[src/hdl/fmar_pkg.sv]
// Package for the fraction multiply, add and reduce block.
// Holds the widths, the controller state type and the command and status structs.
// No dependencies.
`timescale 1ns / 1ps
`default_nettype none

package fmar_pkg;

  localparam int OPERAND_WIDTH_DEF = 16;
  localparam int NUM_OUT_W = 32;
  localparam int DEN_OUT_W = 30;
  localparam int EXT_W = 64;

  typedef enum logic [2:0] {
    ST_IDLE,
    ST_MUL_PROD,
    ST_MUL_CROSS,
    ST_SETUP,
    ST_GCD,
    ST_DIV,
    ST_FINISH
  } fmar_state_t;

  typedef struct packed {
    logic load;
    logic mul_prod;
    logic mul_cross;
    logic setup;
    logic gcd_step;
    logic div_init;
    logic div_step;
    logic finish;
  } fmar_cmd_t;

  typedef struct packed {
    logic trivial;
    logic gcd_equal;
    logic div_last;
  } fmar_status_t;

endpackage

`default_nettype wire

[src/hdl/fmar_ctrl.sv]
// Controller state machine for the fraction multiply, add and reduce block.
// Sequences the datapath through multiply, gcd and division steps; uses fmar_pkg.
`timescale 1ns / 1ps
`default_nettype none

module fmar_ctrl (
  input  wire logic                clk,
  input  wire logic                rst_n,
  input  wire logic                start,
  input  wire fmar_pkg::fmar_status_t status,
  output fmar_pkg::fmar_cmd_t      cmd,
  output logic                     busy
);

  fmar_pkg::fmar_state_t state_r;
  fmar_pkg::fmar_state_t state_nxt;

  always_ff @(posedge clk) begin
    if (!rst_n) begin
      state_r <= fmar_pkg::ST_IDLE;
    end else begin
      state_r <= state_nxt;
    end
  end

  always_comb begin
    state_nxt = state_r;
    case (state_r)
      fmar_pkg::ST_IDLE: begin
        if (start) begin
          state_nxt = fmar_pkg::ST_MUL_PROD;
        end
      end
      fmar_pkg::ST_MUL_PROD: state_nxt = fmar_pkg::ST_MUL_CROSS;
      fmar_pkg::ST_MUL_CROSS: state_nxt = fmar_pkg::ST_SETUP;
      fmar_pkg::ST_SETUP: begin
        state_nxt = status.trivial ? fmar_pkg::ST_FINISH : fmar_pkg::ST_GCD;
      end
      fmar_pkg::ST_GCD: begin
        if (status.gcd_equal) begin
          state_nxt = fmar_pkg::ST_DIV;
        end
      end
      fmar_pkg::ST_DIV: begin
        if (status.div_last) begin
          state_nxt = fmar_pkg::ST_FINISH;
        end
      end
      fmar_pkg::ST_FINISH: state_nxt = fmar_pkg::ST_IDLE;
      default: state_nxt = fmar_pkg::ST_IDLE;
    endcase
  end

  always_comb begin
    cmd = '0;
    busy = 1'b1;
    case (state_r)
      fmar_pkg::ST_IDLE: begin
        busy = 1'b0;
        cmd.load = start;
      end
      fmar_pkg::ST_MUL_PROD: cmd.mul_prod = 1'b1;
      fmar_pkg::ST_MUL_CROSS: cmd.mul_cross = 1'b1;
      fmar_pkg::ST_SETUP: cmd.setup = 1'b1;
      fmar_pkg::ST_GCD: begin
        cmd.gcd_step = !status.gcd_equal;
        cmd.div_init = status.gcd_equal;
      end
      fmar_pkg::ST_DIV: cmd.div_step = 1'b1;
      fmar_pkg::ST_FINISH: cmd.finish = 1'b1;
      default: busy = 1'b1;
    endcase
  end

endmodule

`default_nettype wire

[src/hdl/fmar_datapath.sv]
// Datapath for the fraction multiply, add and reduce block.
// Multipliers, sum, binary gcd and two serial dividers; uses fmar_pkg.
`timescale 1ns / 1ps
`default_nettype none

module fmar_datapath #(
  parameter int OPERAND_WIDTH = fmar_pkg::OPERAND_WIDTH_DEF
) (
  input  wire logic                              clk,
  input  wire logic                              rst_n,
  input  wire fmar_pkg::fmar_cmd_t               cmd,
  output fmar_pkg::fmar_status_t                 status,
  input  wire logic signed [OPERAND_WIDTH-1:0]   in_first_num,
  input  wire logic        [OPERAND_WIDTH-2:0]   in_first_den,
  input  wire logic signed [OPERAND_WIDTH-1:0]   in_second_num,
  input  wire logic        [OPERAND_WIDTH-2:0]   in_second_den,
  output logic                                   out_valid,
  output logic [fmar_pkg::NUM_OUT_W-1:0]         out_product_num,
  output logic [fmar_pkg::DEN_OUT_W-1:0]         out_product_den,
  output logic [fmar_pkg::NUM_OUT_W-1:0]         out_sum_num,
  output logic [fmar_pkg::DEN_OUT_W-1:0]         out_sum_den,
  output logic [fmar_pkg::NUM_OUT_W-1:0]         out_reduced_num,
  output logic [fmar_pkg::DEN_OUT_W-1:0]         out_reduced_den
);

  localparam int W = OPERAND_WIDTH;
  localparam int PW = 2 * W;
  localparam int MW = PW - 1;
  localparam int DW = PW - 2;
  localparam int CW = $clog2(MW);
  localparam int XW = fmar_pkg::EXT_W;

  logic signed [W-1:0]  n1_r, n2_r;
  logic        [W-2:0]  d1_r, d2_r;
  logic signed [PW-1:0] pn_r, x1_r, x2_r, sn_r;
  logic        [DW-1:0] pd_r, sd_r;
  logic                 neg_r;
  logic        [MW-1:0] mag_r, ga_r, gb_r, g_r, qa_r, qb_r, rem_a_r, rem_b_r;
  logic        [CW-1:0] gk_r, cnt_r;
  logic                 out_valid_r;
  logic [fmar_pkg::NUM_OUT_W-1:0] pn_out_r, sn_out_r, rn_out_r;
  logic [fmar_pkg::DEN_OUT_W-1:0] pd_out_r, sd_out_r, rd_out_r;

  logic                 same_den;
  logic signed [PW-1:0] sn_nxt;
  logic        [DW-1:0] sd_nxt;
  logic signed [PW-1:0] mag_full;
  logic        [MW-1:0] ga_nxt, gb_nxt;
  logic        [CW-1:0] gk_nxt;
  logic        [MW:0]   trial_a, trial_b;
  logic                 ge_a, ge_b;
  logic        [MW-1:0] rem_a_nxt, rem_b_nxt;
  logic signed [PW-1:0] rn_full, rn_sel;
  logic        [MW-1:0] rd_sel;
  logic signed [XW-1:0] pn_ext, sn_ext, rn_ext;
  logic        [XW-1:0] pd_ext, sd_ext, rd_ext;

  assign same_den = (d1_r == d2_r);
  assign sn_nxt = same_den ? (PW'(n1_r) + PW'(n2_r)) : (x1_r + x2_r);
  assign sd_nxt = same_den ? DW'(d1_r) : pd_r;
  assign mag_full = pn_r[PW-1] ? -pn_r : pn_r;

  always_comb begin
    ga_nxt = ga_r;
    gb_nxt = gb_r;
    gk_nxt = gk_r;
    if (!ga_r[0] && !gb_r[0]) begin
      ga_nxt = ga_r >> 1;
      gb_nxt = gb_r >> 1;
      gk_nxt = gk_r + 1'b1;
    end else if (!ga_r[0]) begin
      ga_nxt = ga_r >> 1;
    end else if (!gb_r[0]) begin
      gb_nxt = gb_r >> 1;
    end else if (ga_r > gb_r) begin
      ga_nxt = (ga_r - gb_r) >> 1;
    end else begin
      gb_nxt = (gb_r - ga_r) >> 1;
    end
  end

  assign trial_a = {rem_a_r, qa_r[MW-1]};
  assign trial_b = {rem_b_r, qb_r[MW-1]};
  assign ge_a = (trial_a >= {1'b0, g_r});
  assign ge_b = (trial_b >= {1'b0, g_r});
  assign rem_a_nxt = ge_a ? MW'(trial_a - {1'b0, g_r}) : MW'(trial_a);
  assign rem_b_nxt = ge_b ? MW'(trial_b - {1'b0, g_r}) : MW'(trial_b);

  assign status.trivial = (pn_r == '0) || (pd_r == '0);
  assign status.gcd_equal = (ga_r == gb_r);
  assign status.div_last = (cnt_r == '0);

  assign rn_full = neg_r ? -$signed({1'b0, qa_r}) : $signed({1'b0, qa_r});

  always_comb begin
    rn_sel = rn_full;
    rd_sel = qb_r;
    if (pn_r == '0) begin
      rn_sel = '0;
      rd_sel = MW'(1);
    end else if (pd_r == '0) begin
      rn_sel = pn_r;
      rd_sel = '0;
    end
  end

  assign pn_ext = XW'(pn_r);
  assign sn_ext = XW'(sn_r);
  assign rn_ext = XW'(rn_sel);
  assign pd_ext = XW'(pd_r);
  assign sd_ext = XW'(sd_r);
  assign rd_ext = XW'(rd_sel);

  always_ff @(posedge clk) begin
    if (cmd.load) begin
      n1_r <= in_first_num;
      n2_r <= in_second_num;
      d1_r <= in_first_den;
      d2_r <= in_second_den;
    end
    if (cmd.mul_prod) begin
      pn_r <= PW'(n1_r) * PW'(n2_r);
      pd_r <= DW'(d1_r) * DW'(d2_r);
    end
    if (cmd.mul_cross) begin
      x1_r <= PW'(n1_r) * PW'($signed({1'b0, d2_r}));
      x2_r <= PW'(n2_r) * PW'($signed({1'b0, d1_r}));
    end
    if (cmd.setup) begin
      sn_r  <= sn_nxt;
      sd_r  <= sd_nxt;
      neg_r <= pn_r[PW-1];
      mag_r <= mag_full[MW-1:0];
      ga_r  <= mag_full[MW-1:0];
      gb_r  <= MW'(pd_r);
      gk_r  <= '0;
    end
    if (cmd.gcd_step) begin
      ga_r <= ga_nxt;
      gb_r <= gb_nxt;
      gk_r <= gk_nxt;
    end
    if (cmd.div_init) begin
      g_r     <= ga_r << gk_r;
      qa_r    <= mag_r;
      qb_r    <= MW'(pd_r);
      rem_a_r <= '0;
      rem_b_r <= '0;
      cnt_r   <= CW'(MW - 1);
    end
    if (cmd.div_step) begin
      qa_r    <= {qa_r[MW-2:0], ge_a};
      qb_r    <= {qb_r[MW-2:0], ge_b};
      rem_a_r <= rem_a_nxt;
      rem_b_r <= rem_b_nxt;
      cnt_r   <= cnt_r - 1'b1;
    end
    if (cmd.finish) begin
      pn_out_r <= pn_ext[fmar_pkg::NUM_OUT_W-1:0];
      pd_out_r <= pd_ext[fmar_pkg::DEN_OUT_W-1:0];
      sn_out_r <= sn_ext[fmar_pkg::NUM_OUT_W-1:0];
      sd_out_r <= sd_ext[fmar_pkg::DEN_OUT_W-1:0];
      rn_out_r <= rn_ext[fmar_pkg::NUM_OUT_W-1:0];
      rd_out_r <= rd_ext[fmar_pkg::DEN_OUT_W-1:0];
    end
  end

  always_ff @(posedge clk) begin
    if (!rst_n) begin
      out_valid_r <= 1'b0;
    end else begin
      out_valid_r <= cmd.finish;
    end
  end

  assign out_valid       = out_valid_r;
  assign out_product_num = pn_out_r;
  assign out_product_den = pd_out_r;
  assign out_sum_num     = sn_out_r;
  assign out_sum_den     = sd_out_r;
  assign out_reduced_num = rn_out_r;
  assign out_reduced_den = rd_out_r;

endmodule

`default_nettype wire

[src/hdl/fraction_multiply_add_reduce.sv]
// Top level of the fraction multiply, add and reduce block.
// Joins fmar_ctrl and fmar_datapath; uses fmar_pkg.
//
// Usage: drive the two fractions on the in_ ports and raise start; the
// transaction is accepted at a rising edge where start is high and busy is
// low. busy stays high until the result has been formed. The result is shown
// on the out_ ports for exactly one cycle, marked by out_valid; the receiver
// must take it then, since it cannot stall the block.
// Steps: the product, then the cross products, then the sum and gcd setup;
// then the binary gcd runs its subtract and shift steps until both operands
// match; then both serial dividers run together; then the output registers
// are loaded. When either product term is zero the gcd and division are
// skipped. One item is worked on at a time, and a new one may be started in
// the cycle in which out_valid is high.
// Reset is synchronous and active low; it returns the controller to idle and
// clears out_valid.
`timescale 1ns / 1ps
`default_nettype none

module fraction_multiply_add_reduce #(
  parameter int OPERAND_WIDTH = fmar_pkg::OPERAND_WIDTH_DEF
) (
  input  wire logic                              clk,
  input  wire logic                              rst_n,
  input  wire logic                              start,
  output logic                                   busy,
  input  wire logic signed [OPERAND_WIDTH-1:0]   in_first_num,
  input  wire logic        [OPERAND_WIDTH-2:0]   in_first_den,
  input  wire logic signed [OPERAND_WIDTH-1:0]   in_second_num,
  input  wire logic        [OPERAND_WIDTH-2:0]   in_second_den,
  output logic                                   out_valid,
  output logic [fmar_pkg::NUM_OUT_W-1:0]         out_product_num,
  output logic [fmar_pkg::DEN_OUT_W-1:0]         out_product_den,
  output logic [fmar_pkg::NUM_OUT_W-1:0]         out_sum_num,
  output logic [fmar_pkg::DEN_OUT_W-1:0]         out_sum_den,
  output logic [fmar_pkg::NUM_OUT_W-1:0]         out_reduced_num,
  output logic [fmar_pkg::DEN_OUT_W-1:0]         out_reduced_den
);

  fmar_pkg::fmar_cmd_t    cmd;
  fmar_pkg::fmar_status_t status;

  fmar_ctrl u_ctrl (
    .clk    (clk),
    .rst_n  (rst_n),
    .start  (start),
    .status (status),
    .cmd    (cmd),
    .busy   (busy)
  );

  fmar_datapath #(
    .OPERAND_WIDTH (OPERAND_WIDTH)
  ) u_datapath (
    .clk             (clk),
    .rst_n           (rst_n),
    .cmd             (cmd),
    .status          (status),
    .in_first_num    (in_first_num),
    .in_first_den    (in_first_den),
    .in_second_num   (in_second_num),
    .in_second_den   (in_second_den),
    .out_valid       (out_valid),
    .out_product_num (out_product_num),
    .out_product_den (out_product_den),
    .out_sum_num     (out_sum_num),
    .out_sum_den     (out_sum_den),
    .out_reduced_num (out_reduced_num),
    .out_reduced_den (out_reduced_den)
  );

endmodule

`default_nettype wire

[config.mk]
export PLATFORM = sky130hd
export DESIGN_NAME = fraction_multiply_add_reduce
export DESIGN_NICKNAME = d
export VERILOG_FILES = /design/src/hdl/fmar_pkg.sv /design/src/hdl/fmar_ctrl.sv /design/src/hdl/fmar_datapath.sv /design/src/hdl/fraction_multiply_add_reduce.sv
export SDC_FILE = /design/constraint.sdc
export NUM_CORES = 2
export LEC_CHECK = 0
export BUFFER_PORTS_ARGS = -buffer_cell sky130_fd_sc_hd__buf_2
export CAP_MARGIN = 10
export CORE_MARGIN = 3
export CORE_UTILIZATION = 65
export CTS_CLUSTER_SIZE = 28
export DETAILED_ROUTE_END_ITERATION = 16
export PLACE_DENSITY = 0.83
export REMOVE_ABC_BUFFERS = 1
export SYNTH_ARGS = -nofsm -noshare
export SYNTH_HDL_FRONTEND = slang
export SYNTH_SLANG_ARGS = --single-unit
export TNS_END_PERCENT = 20
[constraint.sdc]
create_clock -name clk -period 14.1 [get_ports clk]
set_input_delay 2.82 -clock clk [delete_from_list [all_inputs] [get_ports clk]]
set_output_delay 2.82 -clock clk [all_outputs]
set_load 0.01 [all_outputs]
==> results.tsv <==
stage	metric	value	unit
yosys	sequential-to-total area share from yosys stat	28.7	%
yosys	Cells after Synth	7332	
grt	gr usage total	32.8	%
setup_path	Crit Reg-Reg Endpoint	u_datapath.x1_r[31]$_DFFE_PP_	
status	status	completed	
clock_tree	Num CTS Buffers	80	
clock_tree	CTS tree	yes	
grt	grt ovf	0	
die	row cnt	122	
flow_run	Max-Cap Viols	0	
drt	DR vias	53700	
yosys	Compound-Gate Fraction of Synth Area	8.99	%
placement	routability cong.	0.955	
cells_and_area	share of cells above drive strength 1	6.95	%
setup_path	CP startpoint	u_datapath.n1_r[10]$_DFFE_PP_	
grt	global-route wire length before repair	299000	microns
clock_tree	H-tree depth	3	
clock_tree	post-cts resize count	0	
yosys	multiplexer share of the synthesized area	1.33	%
yosys	simple-gate area share of the yosys netlist	14.7	%
sta	clock skew	0.0519	ns
yosys	largest family of logic cells by synthesized area	adder cells	
clock_tree	Post-CTS Setup Inserts	0	
setup_path	R2R depth	20	
yosys	Syn Area/Cell	9.93	sq um
setup_path	kind of critical path	register to register	
die	Initial Util	65.6	%
setup_path	flop2flop setup slack	6.71	ns
die	Core ar.	111000	sq um
yosys	Yosys top cell by area	edfxtp_1	
setup_path	Crit. End Element	register	
yosys	Synth area leaders	edfxtp_1, fa_1, ha_1	
drt	post-DR vias/cell	5.98	
sta	fmax	135	MHz
cells_and_area	Area growth syn-to-layout	7.34	%
setup_path	crit path capture	u_datapath.x1_r[31]$_DFFE_PP_	
placement	I/O Buffers	252	
grt	vias in the first global route	56200	
clock_tree	root buffer cell	clkbuf_16	
cells_and_area	sequential cell area	20900	sq um
drt	final WL	187000	microns
yosys	synth warn	0	
setup_path	r2r startpoint	u_datapath.n1_r[10]$_DFFE_PP_	
yosys	cell with the most instances after synthesis	inv_1	
sta	setup TNS	0	ns
yosys	Yosys cell types	80	
sta	max_slew headroom	13.7	%
setup_path	startpoint type of the worst setup path	register	
sta	endpoints failing setup	0	
yosys	area of the mapped netlist	72800	sq um
grt	largest net degree at the start of global routing	77	
drt	Avg WL per Cell	20.8	microns
cells_and_area	area of the multi-input gates	46300	sq um
drt	DRT iter0 DRCs	4819	
yosys	Post-synth EDFFs	694	
yosys	FF+latch count, synth	698	
yosys	post-synthesis xor/xnor area fraction	3.86	%
yosys	Async S/R FF share, synth	0	%
yosys	Yosys top cell area share	28.6	%
clock_tree	Skew-Pair Late Insertion Delay	0.73	ns
sta	RSZ-0062 raised after global routing	no	
die	I/O pin total	253	
sta	Tcrit/Tclk final	52.4	%
sta	Slew @ Worst Pin	1.29	ns
min_path	HP Class	register to register	
setup_path	CP Max Fanout	31	
clock_tree	Sink Count	698	
clock_tree	clock buffer depth	3	
yosys	Synth Area in Adders	34.6	%
grt	initial antenna violation count	5	
sta	Final Slew Violations	0	
die	die area	116000	sq um
placement	Detail Placement HPWL	141000	microns
sta	Fin. Hold Viols	0	
yosys	Post-synth top cells	inv_1, fa_1, nand2_1	
yosys	Synth Flop Type	edfxtp_1	
clock_tree	clock slew at reported path FFs	0.07	ns
drt	Routed Antenna Nets	0	
clock_tree	hold_buf cts	0	
cells_and_area	nets	8948	
cells_and_area	Fill cells	8051	
drt	Post-route DRC	0	
die	Die H	341	microns
setup_path	Worst Path Arrival	7.85	ns
die	Horiz. Die Dim	341	microns
drt	DR pass1 iterations	8	
sta	post-layout min period	7.39	ns
setup_path	data required time at the worst endpoint	14.56	ns
worst min-delay path by stage:
stage                                            from                                   end  slack (ns)  cells after the start
global placement    u_datapath.sd_r[22]$_SDFFCE_PP0P_  u_datapath.out_sum_den[22]$_DFFE_PP_        0.40                      0
detailed placement  u_datapath.sd_r[27]$_SDFFCE_PP0P_  u_datapath.out_sum_den[27]$_DFFE_PP_        0.40                      0
global route            u_datapath.sd_r[14]$_DFFE_PP_  u_datapath.out_sum_den[14]$_DFFE_PP_        0.42                      0
finish                   u_datapath.sn_r[9]$_DFFE_PP_   u_datapath.out_sum_num[9]$_DFFE_PP_        0.41                      0
floorplan                u_datapath.sd_r[0]$_DFFE_PP_   u_datapath.out_sum_den[0]$_DFFE_PP_        0.40                      0
CTS                      u_datapath.sn_r[9]$_DFFE_PP_   u_datapath.out_sum_num[9]$_DFFE_PP_        0.41                      0
critical path, cell delays in order, from the launching register on:
cell	delay [ns]
edfxtp_1	1.20
nand2_1	0.21
fa_1	0.54
fa_1	0.51
fa_1	0.53
inv_1	0.06
fa_1	0.49
fa_1	0.51
inv_1	0.06
fa_1	0.48
inv_1	0.04
ha_1	0.35
a21oi_1	0.17
o21a_1	0.20
nand2_1	0.07
o41ai_1	0.61
nor2_1	0.17
o221ai_1	0.44
o2111ai_1	0.19
a21oi_1	0.19
xnor2_1	0.09
kinds of logic (layout without fill, tap and decap cells):
family,after synthesis,in the layout
other,0,4
buffers and inverters,1510,1671
muxes,86,86
DFF,698,698
AOI/OAI and AO/OA,1034,1034
and+or+nand+nor,2226,2226
xor gates and xnor gates,321,321
adders and majority gates,1457,1457
layout make-up:
class                           instances  share of cell area (%)
Antenna cell                            4                  0.0128
Clock buffer                           93                    2.65
Inverter                             1179                    5.67
Timing Repair Buffer                  343                    2.49
Multi-Input combinational cell       5124                    59.2
Clock inverter                         56                   0.796
Sequential cell                       698                    26.8
Tap cell                             1488                    2.38
per-layer routing:
layer	track usage [%]	wire (microns)	vias to the layer above
li1	-	-	24100
met1	41.1	69500	26600
met2	54.8	89900	2447
met3	6.22	16500	583
met4	16.8	10900	6
met5	0	36	-
sequential cells by signal, indices dropped and copies added, names as in the netlist, 31 cells and up:
register,count
u_datapath.out_product_num,32
u_datapath.out_reduced_num,32
u_datapath.out_sum_num,32
u_datapath.pn_r,32
u_datapath.sn_r,32
u_datapath.x1_r,32
u_datapath.x2_r,32
u_datapath.g_r,31
u_datapath.ga_r,31
u_datapath.mag_r,31
u_datapath.qa_r,31
u_datapath.qb_r,31
u_datapath.rem_a_r,31
u_datapath.rem_b_r,31
layout by cell type, fill, tap and decap left out, types with 39 or more instances in the layout:
master / n
a211oi_1: 46
a21o_1: 104
a21oi_1: 313
a31oi_1: 44
and2_1: 525
buf_2: 252
buf_4: 91
clkbuf_16: 81
edfxtp_1: 694
fa_1: 927
ha_1: 530
inv_1: 1176
mux2i_1: 73
nand2_1: 924
nand3_1: 76
nand4_1: 39
nor2_1: 352
nor2b_1: 40
nor3_1: 66
o21a_1: 47
o21ai_0: 226
o21bai_1: 40
xnor2_1: 214
xor2_1: 107
stage by stage:
stage                     hold slack (ns)  setup WS, ns  cells  cell area (sq um)  utilization [%]
final                               0.408          6.71   8985              78100             70.4
after CTS                           0.409          6.85   8981              78100             70.4
after global routing                0.420          6.37   8982              78100             70.4
after floorplan                     0.400          2.10   7001              71500                -
after detailed placement            0.405          6.87   8832              75400             68.0
after global placement              0.401          7.04   8832              75400             68.0
Power is left out: the tool's default activity adds up to more than one toggle a clock period on the data nets, which glitch-free logic cannot reach.
